### src/hdl/assert_macros.svh
// Assertion macros shared by the scheduler RTL.
`ifndef ASSERT_MACROS_SVH
`define ASSERT_MACROS_SVH

// Property that must hold at every clock edge out of reset.
`define ASSERT_ALWAYS(label, expr, msg) \
   label: assert property (@(posedge clock) disable iff (reset) (expr)) else $error(msg);

// Antecedent in one cycle implies consequent in the next.
`define ASSERT_NEXT(label, ante, cons, msg) \
   label: assert property (@(posedge clock) disable iff (reset) (ante) |=> (cons)) \
      else $error(msg);

`endif

### src/hdl/qlss_pkg.sv
// Shared codes, command/status types and grid helper for the launch slot scheduler.
package qlss_pkg;

   // request codes
   localparam logic [2:0] REQ_PRESS   = 3'd0;
   localparam logic [2:0] REQ_RELEASE = 3'd1;
   localparam logic [2:0] REQ_STOP    = 3'd2;
   localparam logic [2:0] REQ_ADVANCE = 3'd3;
   localparam logic [2:0] REQ_CLEAR   = 3'd4;

   // result kinds
   localparam logic [2:0] KIND_APPLIED   = 3'd0;
   localparam logic [2:0] KIND_IGNORED   = 3'd1;
   localparam logic [2:0] KIND_DROPPED   = 3'd2;
   localparam logic [2:0] KIND_STARTED   = 3'd3;
   localparam logic [2:0] KIND_RETRIG    = 3'd4;
   localparam logic [2:0] KIND_STOPPED   = 3'd5;
   localparam logic [2:0] KIND_TICK_DONE = 3'd6;
   localparam logic [2:0] KIND_CLEARED   = 3'd7;

   // slot phases
   localparam logic [1:0] PH_IDLE   = 2'd0;
   localparam logic [1:0] PH_LAUNCH = 2'd1;
   localparam logic [1:0] PH_PLAY   = 2'd2;
   localparam logic [1:0] PH_STOP   = 2'd3;

   // launch modes
   localparam logic [1:0] MODE_TRIGGER = 2'd0;
   localparam logic [1:0] MODE_GATE    = 2'd1;
   localparam logic [1:0] MODE_TOGGLE  = 2'd2;
   localparam logic [1:0] MODE_REPEAT  = 2'd3;

   // quantisation codes with their own grid; every other code is one bar
   localparam logic [2:0] QUANT_NONE = 3'd0;
   localparam logic [2:0] QUANT_TWO  = 3'd2;
   localparam logic [2:0] QUANT_FOUR = 3'd3;

   localparam int TPB_W  = 16;
   localparam int GRID_W = 18;
   localparam logic [TPB_W-1:0] TPB_RESET = 16'd192;

   // source of the fields of an emitted item
   typedef enum logic [2:0] {
      EM_NONE,
      EM_SLOT,
      EM_REQ,
      EM_ZERO,
      EM_EVENT
   } emit_type;

   // controller to datapath
   typedef struct packed {
      logic     load_req;
      logic     ptr_inc;
      logic     ptr_clr;
      logic     scan;
      logic     ptr_sel;
      logic     claim;
      logic     div_start;
      logic     apply;
      logic     adv_eval;
      logic     drop_inc;
      logic     clear_all;
      emit_type emit;
      logic [2:0] emit_kind;
      logic     emit_last;
   } ctl_cmd_type;

   // datapath to controller
   typedef struct packed {
      logic [2:0] req_type;
      logic       ptr_last;
      logic       match_found;
      logic       free_found;
      logic       div_done;
   } dp_stat_type;

   // grid length in ticks for a quantisation code
   function automatic logic [GRID_W-1:0] grid_len(input logic [TPB_W-1:0] tpb,
                                                 input logic [2:0] q);
      logic [GRID_W-1:0] g;
      if (tpb == '0 || q == QUANT_NONE) begin
         g = '0;
      end else if (q == QUANT_FOUR) begin
         g = {tpb, 2'b00};
      end else if (q == QUANT_TWO) begin
         g = {1'b0, tpb, 1'b0};
      end else begin
         g = {2'b00, tpb};
      end
      return g;
   endfunction

endpackage

### src/hdl/qlss_div.sv
// Bit-serial remainder unit that rounds a position up to the next grid multiple.
`include "assert_macros.svh"
module qlss_div (
   input  logic        clock,
   input  logic        reset,
   input  logic        start,
   input  logic [30:0] pos,
   input  logic [qlss_pkg::GRID_W-1:0] grid,
   output logic        done,
   output logic [31:0] t
);
   localparam logic [4:0] LAST_BIT = 5'd30;

   logic        run_ff, fin_ff, done_ff;
   logic [4:0]  cnt_ff;
   logic [qlss_pkg::GRID_W-1:0] rem_ff, g_ff, rem_in;
   logic [30:0] sh_ff, pos_ff;
   logic [31:0] t_ff;
   logic [qlss_pkg::GRID_W:0] trial;

   // one restoring step per cycle, MSB first
   always_comb begin
      trial = {rem_ff, sh_ff[30]};
      if (trial >= {1'b0, g_ff}) begin
         rem_in = qlss_pkg::GRID_W'(trial - {1'b0, g_ff});
      end else begin
         rem_in = trial[qlss_pkg::GRID_W-1:0];
      end
   end

   always_ff @(posedge clock) begin
      if (reset) begin
         run_ff  <= 1'b0;
         fin_ff  <= 1'b0;
         done_ff <= 1'b0;
      end else begin
         done_ff <= 1'b0;
         if (start) begin
            pos_ff <= pos;
            sh_ff  <= pos;
            g_ff   <= grid;
            rem_ff <= '0;
            cnt_ff <= LAST_BIT;
            if (grid == '0) begin
               done_ff <= 1'b1;
               t_ff    <= {1'b0, pos};
            end else begin
               run_ff <= 1'b1;
            end
         end else if (run_ff) begin
            rem_ff <= rem_in;
            sh_ff  <= {sh_ff[29:0], 1'b0};
            if (cnt_ff == '0) begin
               run_ff <= 1'b0;
               fin_ff <= 1'b1;
            end else begin
               cnt_ff <= cnt_ff - 5'd1;
            end
         end else if (fin_ff) begin
            // exact multiple stays, otherwise step up to the next one
            fin_ff  <= 1'b0;
            done_ff <= 1'b1;
            if (rem_ff == '0) begin
               t_ff <= {1'b0, pos_ff};
            end else begin
               t_ff <= {1'b0, pos_ff} + {14'd0, g_ff} - {14'd0, rem_ff};
            end
         end
      end
   end

   assign done = done_ff;
   assign t    = t_ff;

   `ASSERT_ALWAYS(a_no_restart, !(run_ff && start), "divider restarted while running")
endmodule

### src/hdl/qlss_dp.sv
// Slot table, counters, rounding unit and result register of the scheduler.
`include "assert_macros.svh"
module qlss_dp #(
   parameter int SLOTS = 16
) (
   input  logic        clock,
   input  logic        reset,
   input  logic [2:0]  req_type,
   input  logic [7:0]  req_track,
   input  logic [7:0]  req_scene,
   input  logic [1:0]  req_launch_mode,
   input  logic [2:0]  req_quantisation,
   input  logic [30:0] req_position,
   input  logic        csr_valid,
   output logic        csr_ready,
   input  logic [15:0] csr_ticks_per_bar,
   input  qlss_pkg::ctl_cmd_type cmd,
   output qlss_pkg::dp_stat_type stat,
   output logic        rsp_valid,
   output logic [2:0]  rsp_kind,
   output logic [3:0]  rsp_slot_index,
   output logic [7:0]  rsp_out_track,
   output logic [7:0]  rsp_out_scene,
   output logic [1:0]  rsp_phase,
   output logic [31:0] rsp_scheduled_tick,
   output logic [31:0] rsp_launch_total,
   output logic [31:0] rsp_drop_total,
   output logic [4:0]  rsp_active_slots,
   output logic        rsp_last
);
   localparam int IDXW = (SLOTS > 1) ? $clog2(SLOTS) : 1;
   localparam int ACTW = $clog2(SLOTS + 1);
   localparam logic [IDXW-1:0] LAST_IDX = IDXW'(SLOTS - 1);
   localparam logic [2:0] EV_NONE = 3'd0;

   // configuration and latched request
   logic [15:0] tpb_ff;
   logic [2:0]  rq_type_ff, rq_quant_ff;
   logic [7:0]  rq_track_ff, rq_scene_ff;
   logic [1:0]  rq_mode_ff;
   logic [30:0] rq_pos_ff;

   // walk pointer and search results
   logic [IDXW-1:0] ptr_ff, match_idx_ff, free_idx_ff;
   logic            match_ff, free_ff;

   // slot table
   logic                        used_ff  [SLOTS];
   logic [7:0]                  track_ff [SLOTS];
   logic [7:0]                  scene_ff [SLOTS];
   logic [1:0]                  mode_ff  [SLOTS];
   logic [2:0]                  quant_ff [SLOTS];
   logic [1:0]                  phase_ff [SLOTS];
   logic                        held_ff  [SLOTS];
   logic [31:0]                 pend_ff  [SLOTS];
   logic [31:0]                 start_ff [SLOTS];
   logic [qlss_pkg::GRID_W-1:0] retrig_ff[SLOTS];
   logic [2:0]                  ev_ff    [SLOTS];

   logic [31:0]     launch_ff, drop_ff;
   logic [ACTW-1:0] active_ff;
   logic [qlss_pkg::GRID_W-1:0] grid_ff, grid_sel;

   // result register
   logic        rsp_valid_ff, rsp_last_ff;
   logic [2:0]  rsp_kind_ff;
   logic [3:0]  rsp_idx_ff;
   logic [7:0]  rsp_track_ff, rsp_scene_ff;
   logic [1:0]  rsp_phase_ff;
   logic [31:0] rsp_sched_ff, rsp_launch_ff, rsp_drop_ff;
   logic [4:0]  rsp_active_ff;

   // current slot view
   logic        cur_used, cur_held;
   logic [7:0]  cur_track, cur_scene;
   logic [1:0]  cur_mode, cur_phase;
   logic [2:0]  cur_quant, ev_cur;
   logic [31:0] cur_pend, cur_start;
   logic [qlss_pkg::GRID_W-1:0] cur_retrig;

   logic        div_done;
   logic [31:0] div_t;

   assign cur_used   = used_ff[ptr_ff];
   assign cur_held   = held_ff[ptr_ff];
   assign cur_track  = track_ff[ptr_ff];
   assign cur_scene  = scene_ff[ptr_ff];
   assign cur_mode   = mode_ff[ptr_ff];
   assign cur_phase  = phase_ff[ptr_ff];
   assign cur_quant  = quant_ff[ptr_ff];
   assign cur_pend   = pend_ff[ptr_ff];
   assign cur_start  = start_ff[ptr_ff];
   assign cur_retrig = retrig_ff[ptr_ff];
   assign ev_cur     = ev_ff[ptr_ff];

   // grid of the request (press) or of the stored slot (release, stop)
   assign grid_sel = qlss_pkg::grid_len(tpb_ff,
      (rq_type_ff == qlss_pkg::REQ_PRESS) ? rq_quant_ff : cur_quant);

   qlss_div u_div (
      .clock (clock),
      .reset (reset),
      .start (cmd.div_start),
      .pos   (rq_pos_ff),
      .grid  (grid_sel),
      .done  (div_done),
      .t     (div_t)
   );

   // search compare at the pointer
   logic scan_hit;
   assign scan_hit = cur_used && cur_track == rq_track_ff && cur_scene == rq_scene_ff;

   // command update of the selected slot
   logic [1:0]  ap_mode, ap_phase;
   logic [2:0]  ap_quant;
   logic        ap_held;
   logic [31:0] ap_pend;
   logic [qlss_pkg::GRID_W-1:0] ap_retrig;

   always_comb begin
      ap_mode   = cur_mode;
      ap_quant  = cur_quant;
      ap_phase  = cur_phase;
      ap_held   = cur_held;
      ap_pend   = cur_pend;
      ap_retrig = cur_retrig;
      case (rq_type_ff)
         qlss_pkg::REQ_PRESS: begin
            ap_mode  = rq_mode_ff;
            ap_quant = rq_quant_ff;
            if (rq_mode_ff == qlss_pkg::MODE_TOGGLE && cur_phase == qlss_pkg::PH_LAUNCH) begin
               ap_phase = qlss_pkg::PH_IDLE;
            end else if (rq_mode_ff == qlss_pkg::MODE_TOGGLE &&
                         cur_phase == qlss_pkg::PH_PLAY) begin
               ap_held  = 1'b0;
               ap_phase = qlss_pkg::PH_STOP;
               ap_pend  = div_t;
            end else if (rq_mode_ff == qlss_pkg::MODE_TOGGLE &&
                         cur_phase == qlss_pkg::PH_STOP) begin
               ap_phase = qlss_pkg::PH_PLAY;
            end else begin
               if (rq_mode_ff == qlss_pkg::MODE_GATE || rq_mode_ff == qlss_pkg::MODE_REPEAT) begin
                  ap_held = 1'b1;
               end
               ap_retrig = grid_ff;
               ap_phase  = qlss_pkg::PH_LAUNCH;
               ap_pend   = div_t;
            end
         end
         qlss_pkg::REQ_RELEASE: begin
            if (cur_mode != qlss_pkg::MODE_TRIGGER && cur_mode != qlss_pkg::MODE_TOGGLE) begin
               ap_held = 1'b0;
               if (cur_phase == qlss_pkg::PH_LAUNCH) begin
                  ap_phase = qlss_pkg::PH_IDLE;
               end else if (cur_phase == qlss_pkg::PH_PLAY) begin
                  ap_phase = qlss_pkg::PH_STOP;
                  ap_pend  = div_t;
               end
            end
         end
         qlss_pkg::REQ_STOP: begin
            ap_held = 1'b0;
            if (cur_phase != qlss_pkg::PH_IDLE) begin
               ap_phase = qlss_pkg::PH_STOP;
               ap_pend  = div_t;
            end
         end
         default: ;
      endcase
   end

   // advance step of the slot at the pointer
   logic [31:0] pos32;
   logic [32:0] rep_next;
   logic        reach, rep_hit;
   logic [2:0]  adv_ev;
   logic [1:0]  adv_phase;

   always_comb begin
      pos32    = {1'b0, rq_pos_ff};
      reach    = pos32 >= cur_pend;
      rep_next = {1'b0, cur_start} + {15'd0, cur_retrig};
      rep_hit  = {1'b0, pos32} >= rep_next;
      adv_ev    = EV_NONE;
      adv_phase = cur_phase;
      if (cur_used) begin
         if (cur_phase == qlss_pkg::PH_LAUNCH && reach) begin
            adv_ev    = qlss_pkg::KIND_STARTED;
            adv_phase = qlss_pkg::PH_PLAY;
         end else if (cur_phase == qlss_pkg::PH_STOP && reach) begin
            adv_ev    = qlss_pkg::KIND_STOPPED;
            adv_phase = qlss_pkg::PH_IDLE;
         end else if (cur_mode == qlss_pkg::MODE_REPEAT && cur_phase == qlss_pkg::PH_PLAY &&
                      cur_held && cur_retrig != '0 && rep_hit) begin
            adv_ev = qlss_pkg::KIND_RETRIG;
         end
      end
   end

   // result fields by source
   logic            em_valid;
   logic [2:0]      em_kind;
   logic [IDXW-1:0] em_idx;
   logic [7:0]      em_track, em_scene;
   logic [1:0]      em_phase;
   logic [31:0]     em_sched;

   always_comb begin
      em_valid = 1'b0;
      em_kind  = cmd.emit_kind;
      em_idx   = '0;
      em_track = '0;
      em_scene = '0;
      em_phase = qlss_pkg::PH_IDLE;
      em_sched = '0;
      case (cmd.emit)
         qlss_pkg::EM_SLOT: begin
            em_valid = 1'b1;
            em_idx   = ptr_ff;
            em_track = cur_track;
            em_scene = cur_scene;
            em_phase = cur_phase;
            em_sched = cur_pend;
         end
         qlss_pkg::EM_REQ: begin
            em_valid = 1'b1;
            em_track = rq_track_ff;
            em_scene = rq_scene_ff;
         end
         qlss_pkg::EM_ZERO: begin
            em_valid = 1'b1;
         end
         qlss_pkg::EM_EVENT: begin
            em_valid = ev_cur != EV_NONE;
            em_kind  = ev_cur;
            em_idx   = ptr_ff;
            em_track = cur_track;
            em_scene = cur_scene;
            em_phase = (ev_cur == qlss_pkg::KIND_STOPPED) ? qlss_pkg::PH_IDLE : qlss_pkg::PH_PLAY;
            em_sched = cur_pend;
         end
         default: ;
      endcase
   end

   // control registers
   always_ff @(posedge clock) begin
      if (reset) begin
         tpb_ff       <= qlss_pkg::TPB_RESET;
         ptr_ff       <= '0;
         match_ff     <= 1'b0;
         free_ff      <= 1'b0;
         launch_ff    <= '0;
         drop_ff      <= '0;
         active_ff    <= '0;
         rsp_valid_ff <= 1'b0;
         for (int i = 0; i < SLOTS; i++) begin
            used_ff[i] <= 1'b0;
            ev_ff[i]   <= EV_NONE;
         end
      end else begin
         if (csr_valid) begin
            tpb_ff <= csr_ticks_per_bar;
         end

         // pointer
         if (cmd.load_req || cmd.ptr_clr) begin
            ptr_ff <= '0;
         end else if (cmd.ptr_sel) begin
            ptr_ff <= match_ff ? match_idx_ff : free_idx_ff;
         end else if (cmd.ptr_inc) begin
            ptr_ff <= ptr_ff + IDXW'(1);
         end

         // search flags
         if (cmd.load_req) begin
            match_ff <= 1'b0;
            free_ff  <= 1'b0;
         end else if (cmd.scan) begin
            if (scan_hit && !match_ff) begin
               match_ff     <= 1'b1;
               match_idx_ff <= ptr_ff;
            end
            if (!cur_used && !free_ff) begin
               free_ff     <= 1'b1;
               free_idx_ff <= ptr_ff;
            end
         end

         if (cmd.drop_inc) begin
            drop_ff <= drop_ff + 32'd1;
         end

         // claim a free slot
         if (cmd.claim) begin
            used_ff[ptr_ff] <= 1'b1;
            active_ff       <= active_ff + ACTW'(1);
         end

         // advance: record event, count launches, free idle slots
         if (cmd.adv_eval) begin
            ev_ff[ptr_ff] <= adv_ev;
            if (adv_ev == qlss_pkg::KIND_STARTED || adv_ev == qlss_pkg::KIND_RETRIG) begin
               launch_ff <= launch_ff + 32'd1;
            end
            if (cur_used && adv_phase == qlss_pkg::PH_IDLE) begin
               used_ff[ptr_ff] <= 1'b0;
               active_ff       <= active_ff - ACTW'(1);
            end
         end

         if (cmd.clear_all) begin
            for (int i = 0; i < SLOTS; i++) begin
               used_ff[i] <= 1'b0;
            end
            active_ff <= '0;
            launch_ff <= '0;
         end

         rsp_valid_ff <= em_valid;
      end
   end

   // payload registers
   always_ff @(posedge clock) begin
      if (cmd.load_req) begin
         rq_type_ff  <= req_type;
         rq_track_ff <= req_track;
         rq_scene_ff <= req_scene;
         rq_mode_ff  <= req_launch_mode;
         rq_quant_ff <= req_quantisation;
         rq_pos_ff   <= req_position;
      end
      if (cmd.div_start) begin
         grid_ff <= grid_sel;
      end
      if (cmd.claim) begin
         track_ff[ptr_ff]  <= rq_track_ff;
         scene_ff[ptr_ff]  <= rq_scene_ff;
         phase_ff[ptr_ff]  <= qlss_pkg::PH_IDLE;
         held_ff[ptr_ff]   <= 1'b0;
         pend_ff[ptr_ff]   <= '0;
         start_ff[ptr_ff]  <= '0;
         retrig_ff[ptr_ff] <= '0;
      end
      if (cmd.apply) begin
         mode_ff[ptr_ff]   <= ap_mode;
         quant_ff[ptr_ff]  <= ap_quant;
         phase_ff[ptr_ff]  <= ap_phase;
         held_ff[ptr_ff]   <= ap_held;
         pend_ff[ptr_ff]   <= ap_pend;
         retrig_ff[ptr_ff] <= ap_retrig;
      end
      if (cmd.adv_eval && adv_ev != EV_NONE) begin
         phase_ff[ptr_ff] <= adv_phase;
         if (adv_ev == qlss_pkg::KIND_STARTED) begin
            start_ff[ptr_ff] <= cur_pend;
         end else if (adv_ev == qlss_pkg::KIND_RETRIG) begin
            start_ff[ptr_ff] <= rep_next[31:0];
         end else begin
            held_ff[ptr_ff] <= 1'b0;
         end
      end
      if (em_valid) begin
         rsp_kind_ff   <= em_kind;
         rsp_idx_ff    <= 4'(em_idx);
         rsp_track_ff  <= em_track;
         rsp_scene_ff  <= em_scene;
         rsp_phase_ff  <= em_phase;
         rsp_sched_ff  <= em_sched;
         rsp_launch_ff <= launch_ff;
         rsp_drop_ff   <= drop_ff;
         rsp_active_ff <= 5'(active_ff);
         rsp_last_ff   <= cmd.emit_last;
      end
   end

   assign csr_ready = 1'b1;

   assign stat.req_type    = rq_type_ff;
   assign stat.ptr_last    = ptr_ff == LAST_IDX;
   assign stat.match_found = match_ff;
   assign stat.free_found  = free_ff;
   assign stat.div_done    = div_done;

   assign rsp_valid          = rsp_valid_ff;
   assign rsp_kind           = rsp_kind_ff;
   assign rsp_slot_index     = rsp_idx_ff;
   assign rsp_out_track      = rsp_track_ff;
   assign rsp_out_scene      = rsp_scene_ff;
   assign rsp_phase          = rsp_phase_ff;
   assign rsp_scheduled_tick = rsp_sched_ff;
   assign rsp_launch_total   = rsp_launch_ff;
   assign rsp_drop_total     = rsp_drop_ff;
   assign rsp_active_slots   = rsp_active_ff;
   assign rsp_last           = rsp_last_ff;

   `ASSERT_ALWAYS(a_active_bound, active_ff <= ACTW'(SLOTS), "occupied count above table size")
   `ASSERT_NEXT(a_gap_after_last, rsp_valid_ff && rsp_last_ff, !rsp_valid_ff,
                "result directly after final result")
endmodule

### src/hdl/qlss_ctrl.sv
// Sequencer that steps the scheduler datapath through each request.
module qlss_ctrl (
   input  logic clock,
   input  logic reset,
   input  logic start,
   output logic busy,
   input  qlss_pkg::dp_stat_type stat,
   output qlss_pkg::ctl_cmd_type cmd
);
   typedef enum logic [4:0] {
      S_IDLE,
      S_DECODE,
      S_SEARCH,
      S_RESOLVE,
      S_CLAIM,
      S_DIV_START,
      S_DIV_WAIT,
      S_APPLY,
      S_RESULT,
      S_DROP,
      S_IGNORE,
      S_BADREQ,
      S_ADV_EVAL,
      S_ADV_EMIT,
      S_TICK,
      S_CLEAR,
      S_CLEARED
   } state_type;

   state_type state_ff, state_in;

   always_ff @(posedge clock) begin
      if (reset) begin
         state_ff <= S_IDLE;
      end else begin
         state_ff <= state_in;
      end
   end

   // next state and datapath commands
   always_comb begin
      state_in = state_ff;
      cmd = '0;
      cmd.emit = qlss_pkg::EM_NONE;
      unique case (state_ff)
         S_IDLE: begin
            if (start) begin
               cmd.load_req = 1'b1;
               state_in = S_DECODE;
            end
         end
         S_DECODE: begin
            unique case (stat.req_type) inside
               qlss_pkg::REQ_PRESS, qlss_pkg::REQ_RELEASE, qlss_pkg::REQ_STOP:
                  state_in = S_SEARCH;
               qlss_pkg::REQ_ADVANCE: state_in = S_ADV_EVAL;
               qlss_pkg::REQ_CLEAR:   state_in = S_CLEAR;
               default:               state_in = S_BADREQ;
            endcase
         end
         S_SEARCH: begin
            cmd.scan = 1'b1;
            if (stat.ptr_last) begin
               state_in = S_RESOLVE;
            end else begin
               cmd.ptr_inc = 1'b1;
            end
         end
         S_RESOLVE: begin
            if (stat.match_found) begin
               cmd.ptr_sel = 1'b1;
               state_in = S_DIV_START;
            end else if (stat.req_type == qlss_pkg::REQ_PRESS && stat.free_found) begin
               cmd.ptr_sel = 1'b1;
               state_in = S_CLAIM;
            end else if (stat.req_type == qlss_pkg::REQ_PRESS) begin
               cmd.drop_inc = 1'b1;
               state_in = S_DROP;
            end else begin
               state_in = S_IGNORE;
            end
         end
         S_CLAIM: begin
            cmd.claim = 1'b1;
            state_in = S_DIV_START;
         end
         S_DIV_START: begin
            cmd.div_start = 1'b1;
            state_in = S_DIV_WAIT;
         end
         S_DIV_WAIT: begin
            if (stat.div_done) begin
               state_in = S_APPLY;
            end
         end
         S_APPLY: begin
            cmd.apply = 1'b1;
            state_in = S_RESULT;
         end
         S_RESULT: begin
            cmd.emit = qlss_pkg::EM_SLOT;
            cmd.emit_kind = qlss_pkg::KIND_APPLIED;
            cmd.emit_last = 1'b1;
            state_in = S_IDLE;
         end
         S_DROP: begin
            cmd.emit = qlss_pkg::EM_REQ;
            cmd.emit_kind = qlss_pkg::KIND_DROPPED;
            cmd.emit_last = 1'b1;
            state_in = S_IDLE;
         end
         S_IGNORE: begin
            cmd.emit = qlss_pkg::EM_REQ;
            cmd.emit_kind = qlss_pkg::KIND_IGNORED;
            cmd.emit_last = 1'b1;
            state_in = S_IDLE;
         end
         S_BADREQ: begin
            cmd.emit = qlss_pkg::EM_ZERO;
            cmd.emit_kind = qlss_pkg::KIND_IGNORED;
            cmd.emit_last = 1'b1;
            state_in = S_IDLE;
         end
         S_ADV_EVAL: begin
            cmd.adv_eval = 1'b1;
            if (stat.ptr_last) begin
               cmd.ptr_clr = 1'b1;
               state_in = S_ADV_EMIT;
            end else begin
               cmd.ptr_inc = 1'b1;
            end
         end
         S_ADV_EMIT: begin
            cmd.emit = qlss_pkg::EM_EVENT;
            if (stat.ptr_last) begin
               state_in = S_TICK;
            end else begin
               cmd.ptr_inc = 1'b1;
            end
         end
         S_TICK: begin
            cmd.emit = qlss_pkg::EM_ZERO;
            cmd.emit_kind = qlss_pkg::KIND_TICK_DONE;
            cmd.emit_last = 1'b1;
            state_in = S_IDLE;
         end
         S_CLEAR: begin
            cmd.clear_all = 1'b1;
            state_in = S_CLEARED;
         end
         S_CLEARED: begin
            cmd.emit = qlss_pkg::EM_ZERO;
            cmd.emit_kind = qlss_pkg::KIND_CLEARED;
            cmd.emit_last = 1'b1;
            state_in = S_IDLE;
         end
         default: state_in = S_IDLE;
      endcase
   end

   assign busy = state_ff != S_IDLE;
endmodule

### src/hdl/quantised_launch_slot_scheduler_unit.sv
// Top level of the quantised launch slot scheduler.
//
// Request channel: drive req_* and raise start; the item is taken on the edge where
// start is high and busy is low. busy stays high until the item's work is done.
// Result channel: each result sits on rsp_* for one cycle with rsp_valid high;
// rsp_last marks the final result of an item. The receiver cannot stall.
// Config: csr_ticks_per_bar is written when csr_valid and csr_ready are high
// (csr_ready is always high); write only while no item is in flight.
// Sequence per item, while busy is high: press, release and stop walk the table
// once, then round the tick in a bit-serial remainder unit, which skips its
// steps when the grid is zero; a newly claimed slot adds a claim step. A dropped
// press or an unknown slot skips the rounding. Advance walks the table twice, one
// slot a cycle. Each result is registered and leaves in the cycle after its
// sequencer step; the final result is on the ports in the first cycle with busy
// low, when the next item can be taken.
// Reset: synchronous, active high; all slots free, totals zero, ticks per bar 192.
module quantised_launch_slot_scheduler_unit #(
   parameter int SLOTS = 16
) (
   input  logic        clock,
   input  logic        reset,
   input  logic        start,
   output logic        busy,
   input  logic [2:0]  req_type,
   input  logic [7:0]  req_track,
   input  logic [7:0]  req_scene,
   input  logic [1:0]  req_launch_mode,
   input  logic [2:0]  req_quantisation,
   input  logic [30:0] req_position,
   input  logic        csr_valid,
   output logic        csr_ready,
   input  logic [15:0] csr_ticks_per_bar,
   output logic        rsp_valid,
   output logic [2:0]  rsp_kind,
   output logic [3:0]  rsp_slot_index,
   output logic [7:0]  rsp_out_track,
   output logic [7:0]  rsp_out_scene,
   output logic [1:0]  rsp_phase,
   output logic [31:0] rsp_scheduled_tick,
   output logic [31:0] rsp_launch_total,
   output logic [31:0] rsp_drop_total,
   output logic [4:0]  rsp_active_slots,
   output logic        rsp_last
);
   qlss_pkg::ctl_cmd_type cmd;
   qlss_pkg::dp_stat_type stat;

   qlss_ctrl u_ctrl (
      .clock (clock),
      .reset (reset),
      .start (start),
      .busy  (busy),
      .stat  (stat),
      .cmd   (cmd)
   );

   qlss_dp #(.SLOTS(SLOTS)) u_dp (
      .clock              (clock),
      .reset              (reset),
      .req_type           (req_type),
      .req_track          (req_track),
      .req_scene          (req_scene),
      .req_launch_mode    (req_launch_mode),
      .req_quantisation   (req_quantisation),
      .req_position       (req_position),
      .csr_valid          (csr_valid),
      .csr_ready          (csr_ready),
      .csr_ticks_per_bar  (csr_ticks_per_bar),
      .cmd                (cmd),
      .stat               (stat),
      .rsp_valid          (rsp_valid),
      .rsp_kind           (rsp_kind),
      .rsp_slot_index     (rsp_slot_index),
      .rsp_out_track      (rsp_out_track),
      .rsp_out_scene      (rsp_out_scene),
      .rsp_phase          (rsp_phase),
      .rsp_scheduled_tick (rsp_scheduled_tick),
      .rsp_launch_total   (rsp_launch_total),
      .rsp_drop_total     (rsp_drop_total),
      .rsp_active_slots   (rsp_active_slots),
      .rsp_last           (rsp_last)
   );
endmodule

### config.mk
export PLATFORM = sky130hd
export DESIGN_NAME = quantised_launch_slot_scheduler_unit
export DESIGN_NICKNAME = d
export VERILOG_FILES = /design/src/hdl/qlss_pkg.sv /design/src/hdl/qlss_div.sv /design/src/hdl/qlss_dp.sv /design/src/hdl/qlss_ctrl.sv /design/src/hdl/quantised_launch_slot_scheduler_unit.sv
export VERILOG_INCLUDE_DIRS = /design/src /design/src/hdl
export SDC_FILE = /design/constraint.sdc
export NUM_CORES = 2
export LEC_CHECK = 0
export BUFFER_PORTS_ARGS = -buffer_cell sky130_fd_sc_hd__buf_2
export CELL_PAD_IN_SITES_DETAIL_PLACEMENT = 0
export CELL_PAD_IN_SITES_GLOBAL_PLACEMENT = 1
export CORE_MARGIN = 4
export CORE_UTILIZATION = 49
export DETAILED_ROUTE_END_ITERATION = 8
export PLACE_DENSITY_LB_ADDON = 0.12
export RECOVER_POWER = 100
export SYNTH_ARGS = -nofsm -noshare
export SYNTH_HDL_FRONTEND = slang
export SYNTH_HIERARCHICAL = 1
export SYNTH_SLANG_ARGS = --single-unit
### constraint.sdc
create_clock -name clock -period 11.9 [get_ports clock]
set_input_delay 2.38 -clock clock [delete_from_list [all_inputs] [get_ports clock]]
set_output_delay 2.38 -clock clock [all_outputs]
set_load 0.05 [all_outputs]
==> impl_metrics.tcl <==
set metrics [dict create \
    h_tree_lvls 4 \
    boundaryPins 205 \
    setup_viol 0 \
    design.die.area_um2 196000 \
    clock-sinks 2207 \
    yosys-top-cells-area "edfxtp_1 68%, mux4_2 13%, dfxtp_1 2.2%, ha_1 1.9%, nor2_1 1.3%" \
    first_pass_iters 6 \
    floorplan.initialDensity_pct 49.3 \
    timing.critical_path.arrival_ns 11.11 \
    fp-row-count 159 \
    die_width_um 443 \
    via_density_per_instance 6.16 \
    final_net_count 5789 \
    finalWorstPathRequiredPeriod_ns 10.57 \
    grt_start_max_net_pins 120 \
    sequential_to_total_area_share_from_yosys_stat_pct 70.4 \
    postRouteWirelength_um 260000 \
    globalRouteOverflowTotal 0 \
    master_cell_of_the_clock_root_buffer "clkbuf_16" \
    synthDominantCellAreaShare_pct 68.1 \
    core_um2 188000 \
    slowest_stage "clkbuf_1" \
    synth_async_sr_flop_share_pct 0 \
    grt_pass1_vias 50280 \
    wire_per_inst_um 31.5 \
    run_status "finished with violations" \
    detailed_place_hpwl_um 165000 \
    ir_drop_v 0.000168 \
    timing.fmax_ghz 0.0946 \
    crit_path_max_fanout 50 \
    synth.lib_cells_used.distinct 103 \
    cts-buffers-inserted 222 \
    most_used_layer_global_route "met2" \
    drc 0 \
    cap_viol_max_count 69 \
    layout_worst_path_cycle_share_pct 88.8 \
    gr-usage-met1_pct 37.4 \
    synth_largest_area_cell "edfxtp_1" \
    dominantRegCellSynth "edfxtp_1" \
    hold_viol_final 0 \
    port_buffers 203 \
    ys_warn_count 6 \
    fin_util_pct 55.3 \
    grt_first_pass_wirelength_um 371000 \
    track_usage_pct 26.3 \
    tightestPinTransition_ns 4.63 \
    synthCells 5220 \
    worstPathCellList "clkbuf_1 -> clkbuf_1 -> mux4_2 -> mux4_2 -> nor2b_1 -> nand2_1 -> a21oi_1 -> a21oi_1 -> nor2_1 -> nand3_1 -> a21boi_0 -> clkbuf_1" \
    rsz0062_at_grt "false" \
    ys_ff_latch 2207 \
    timing.critical_path.required_ns 12.44 \
    leakagePower_nw 30.1 \
    critical_path.endpoint_type "flop" \
    die_height_um 443 \
    timing.critical_path.mode_cell "clkbuf_1" \
    grt.met3_usage_pct 4.80 \
    cellPowerDensity_nw_per_um2 181 \
    post_synthesis_cell_area_um2 92700 \
    slew-limit-headroom_pct -208 \
    area_overhead_of_the_layout_relative_to_synthesis_pct 12.2 \
    failed_checks "capacitance limit, slew limit" \
    report.final.slew_viol_count 1949 \
    synth_enable_flop_cells 2103 \
    nFillCells 14810 \
    post-cts-setup-buffers 0 \
    avgSynthCellArea_um2 17.8 \
    cpLargestDelayFamily "buffers and inverters" \
    vias 50790 \
    cp_slowest_stage_delay_ns 2.42 \
    finalSetupTns_ns 0 \
    clkLatencyLatePin_ns 0.86 \
    ant_nets 0 \
    min-delay-path-class "reg -> reg" \
    drt_first_iter_violations 5588 \
    routabilityCongestion 0.895 \
    global_route.usage.met2_pct 42.8 \
    tritoncts "yes" \
    worstPathBufferInverterCount 3 \
    clock-skew-final_ns 0.0397 \
    cts.reportedPaths.clkPinSlew_ns 0.06 \
    drive_gt1_share_pct 18.8 \
    cts.hold.buffers_added 0 \
    cts.path.max_buffers 3 \
    cts_repair_resized_insts 0 \
    setup.worst_path.class "reg -> reg" \
    crit_path_start_kind "flop" \
    grt_antenna_before_repair 17 \
]
[per-stage QoR]
step                      instances  setup slack, ns  hold slack (ns)  power [W]  cell area (µm²)
final                          8249             1.33            0.456     0.0189           104000
after global routing           8246            0.786            0.480     0.0195           104000
after CTS                      8245             2.12            0.458     0.0190           105000
after detailed placement       7826             2.18            0.447     0.0118            97100
after global placement         7826             2.17            0.444     0.0118            97100
after floorplan                5235            0.801            0.406     0.0109            92800
[registers in the layout, indices dropped and copies added, names as in the netlist, 31 cells and up, named ones only]
register,cells
u_dp/phase_ff,32
u_dp/pend_ff,512
u_dp/u_div/sh_ff,31
u_dp/launch_ff,32
u_dp/quant_ff,48
u_dp/mode_ff,32
u_dp/rq_pos_ff,31
u_dp/track_ff,128
u_dp/scene_ff,128
u_dp/rsp_drop_total,32
u_dp/u_div/t,32
u_dp/retrig_ff,288
u_dp/ev_ff,48
u_dp/drop_ff,32
u_dp/rsp_scheduled_tick,32
u_dp/rsp_launch_total,32
u_dp/u_div/pos_ff,31
u_dp/start_ff,512
[cells in the final DEF (no fill, tap or decap), drive strengths merged, types with 23 or more instances in the layout]
cell | synthesis | layout
a211oi | 24 | 24
a21boi | 37 | 37
a21o | 31 | 31
a21oi | 162 | 162
a22oi | 38 | 38
and2 | 30 | 30
and3 | 52 | 52
buf | 138 | 108
bufinv | 0 | 33
clkbuf | 129 | 528
clkinv | 1 | 98
dfxtp | 104 | 104
edfxtp | 2103 | 2103
ha | 139 | 139
inv | 175 | 182
mux2 | 48 | 48
mux2i | 75 | 75
mux4 | 525 | 525
nand2 | 229 | 229
nand2b | 41 | 41
nand3 | 105 | 105
nand4 | 25 | 25
nor2 | 310 | 310
nor2b | 39 | 39
nor3 | 37 | 37
nor4 | 24 | 24
o21a | 23 | 23
o21ai | 146 | 146
o31ai | 31 | 31
or2 | 26 | 26
or3 | 37 | 37
or4 | 27 | 27
xnor2 | 58 | 58
xor2 | 50 | 50
[where the power goes]
part           switching (W)  total (W)  leakage (nW)  internal (W)
clock                0.00299    0.00721          3.69       0.00421
sequential          0.000334    0.00917          17.3       0.00884
combinational        0.00170    0.00248          9.05      0.000786
[Yosys cell counts (9+ instances only)]
library cell / count
and2_1: 30
nand3_1: 105
nand4_1: 25
and3_1: 48
o31ai_1: 29
o21bai_1: 12
xor2_1: 50
fa_1: 20
buf_2: 68
nor2_1: 310
nand2_1: 229
o21ai_0: 132
o21a_1: 23
or2_2: 26
o211ai_1: 17
o21ai_1: 12
nor2b_1: 38
buf_4: 28
mux4_2: 525
inv_1: 174
ha_1: 139
nor3_1: 34
mux2i_1: 75
buf_6: 21
a21o_1: 31
a211o_1: 9
buf_1: 21
a22o_1: 21
a22oi_1: 38
nand2b_1: 41
edfxtp_1: 2103
nor4_1: 23
clkbuf_1: 129
or3_1: 37
xnor2_1: 58
a21oi_1: 157
dfxtp_1: 104
mux2_2: 48
a211oi_1: 19
or4_1: 26
nor3b_1: 10
a21boi_0: 34
a31oi_1: 12
[per-layer routing]
layer	up-vias	wire length [µm]
met5	-	29
met3	337	19900
met4	4	6130
li1	21517	-
met1	26994	108000
met2	1938	126000
[final timing paths]
path                                               startpoint                                 to  slack [ns]  depth (start not counted)
worst max-delay path                                     flop     u_dp/pend_ff[13][14]$_DFFE_PP_        1.33                         12
worst min-delay path            u_dp/drop_ff[31]$_SDFFE_PP0P_  u_dp/rsp_drop_total[31]$_DFFE_PP_        0.46                          0
worst max register to register                           flop     u_dp/pend_ff[13][14]$_DFFE_PP_        1.33                         12
worst min register to register  u_dp/drop_ff[31]$_SDFFE_PP0P_  u_dp/rsp_drop_total[31]$_DFFE_PP_        0.46                          0
[worst register-to-register path, stage by stage (launching register included)]
cell	delay (ns)
dfxtp_4	0.71
clkbuf_1	1.84
clkbuf_1	2.46
mux4_2	0.54
mux4_2	0.67
nor2b_1	0.20
nand2_1	0.16
a21oi_1	0.17
a21oi_1	0.15
nor2_1	2.07
nand3_1	0.44
a21boi_0	0.31
clkbuf_1	0.56
[cell type report]
class                   count  area (µm²)  area share, %
clock buffers             273        5840           5.61
flip-flops and latches   2207       65200           62.7
well taps                2495        3120           3.00
diodes                      4        10.0        0.00962
clock inverters           146        1740           1.67
multi-input cells        2585       25700           24.7
repair buffers            363        1720           1.66
inverters                 176         661          0.635
[logic make-up after synthesis]
| logic type | synth area share, % |
|---|---|
| buf+inv | 2.17 |
| flops | 70.4 |
| fa+ha+maj | 2.31 |
| simple gates | 5.36 |
| mux | 14.1 |
| other cells | 0.00810 |
| xor+xnor | 1.02 |
| compound gates | 4.64 |
(Power assumes the default switching activity.)
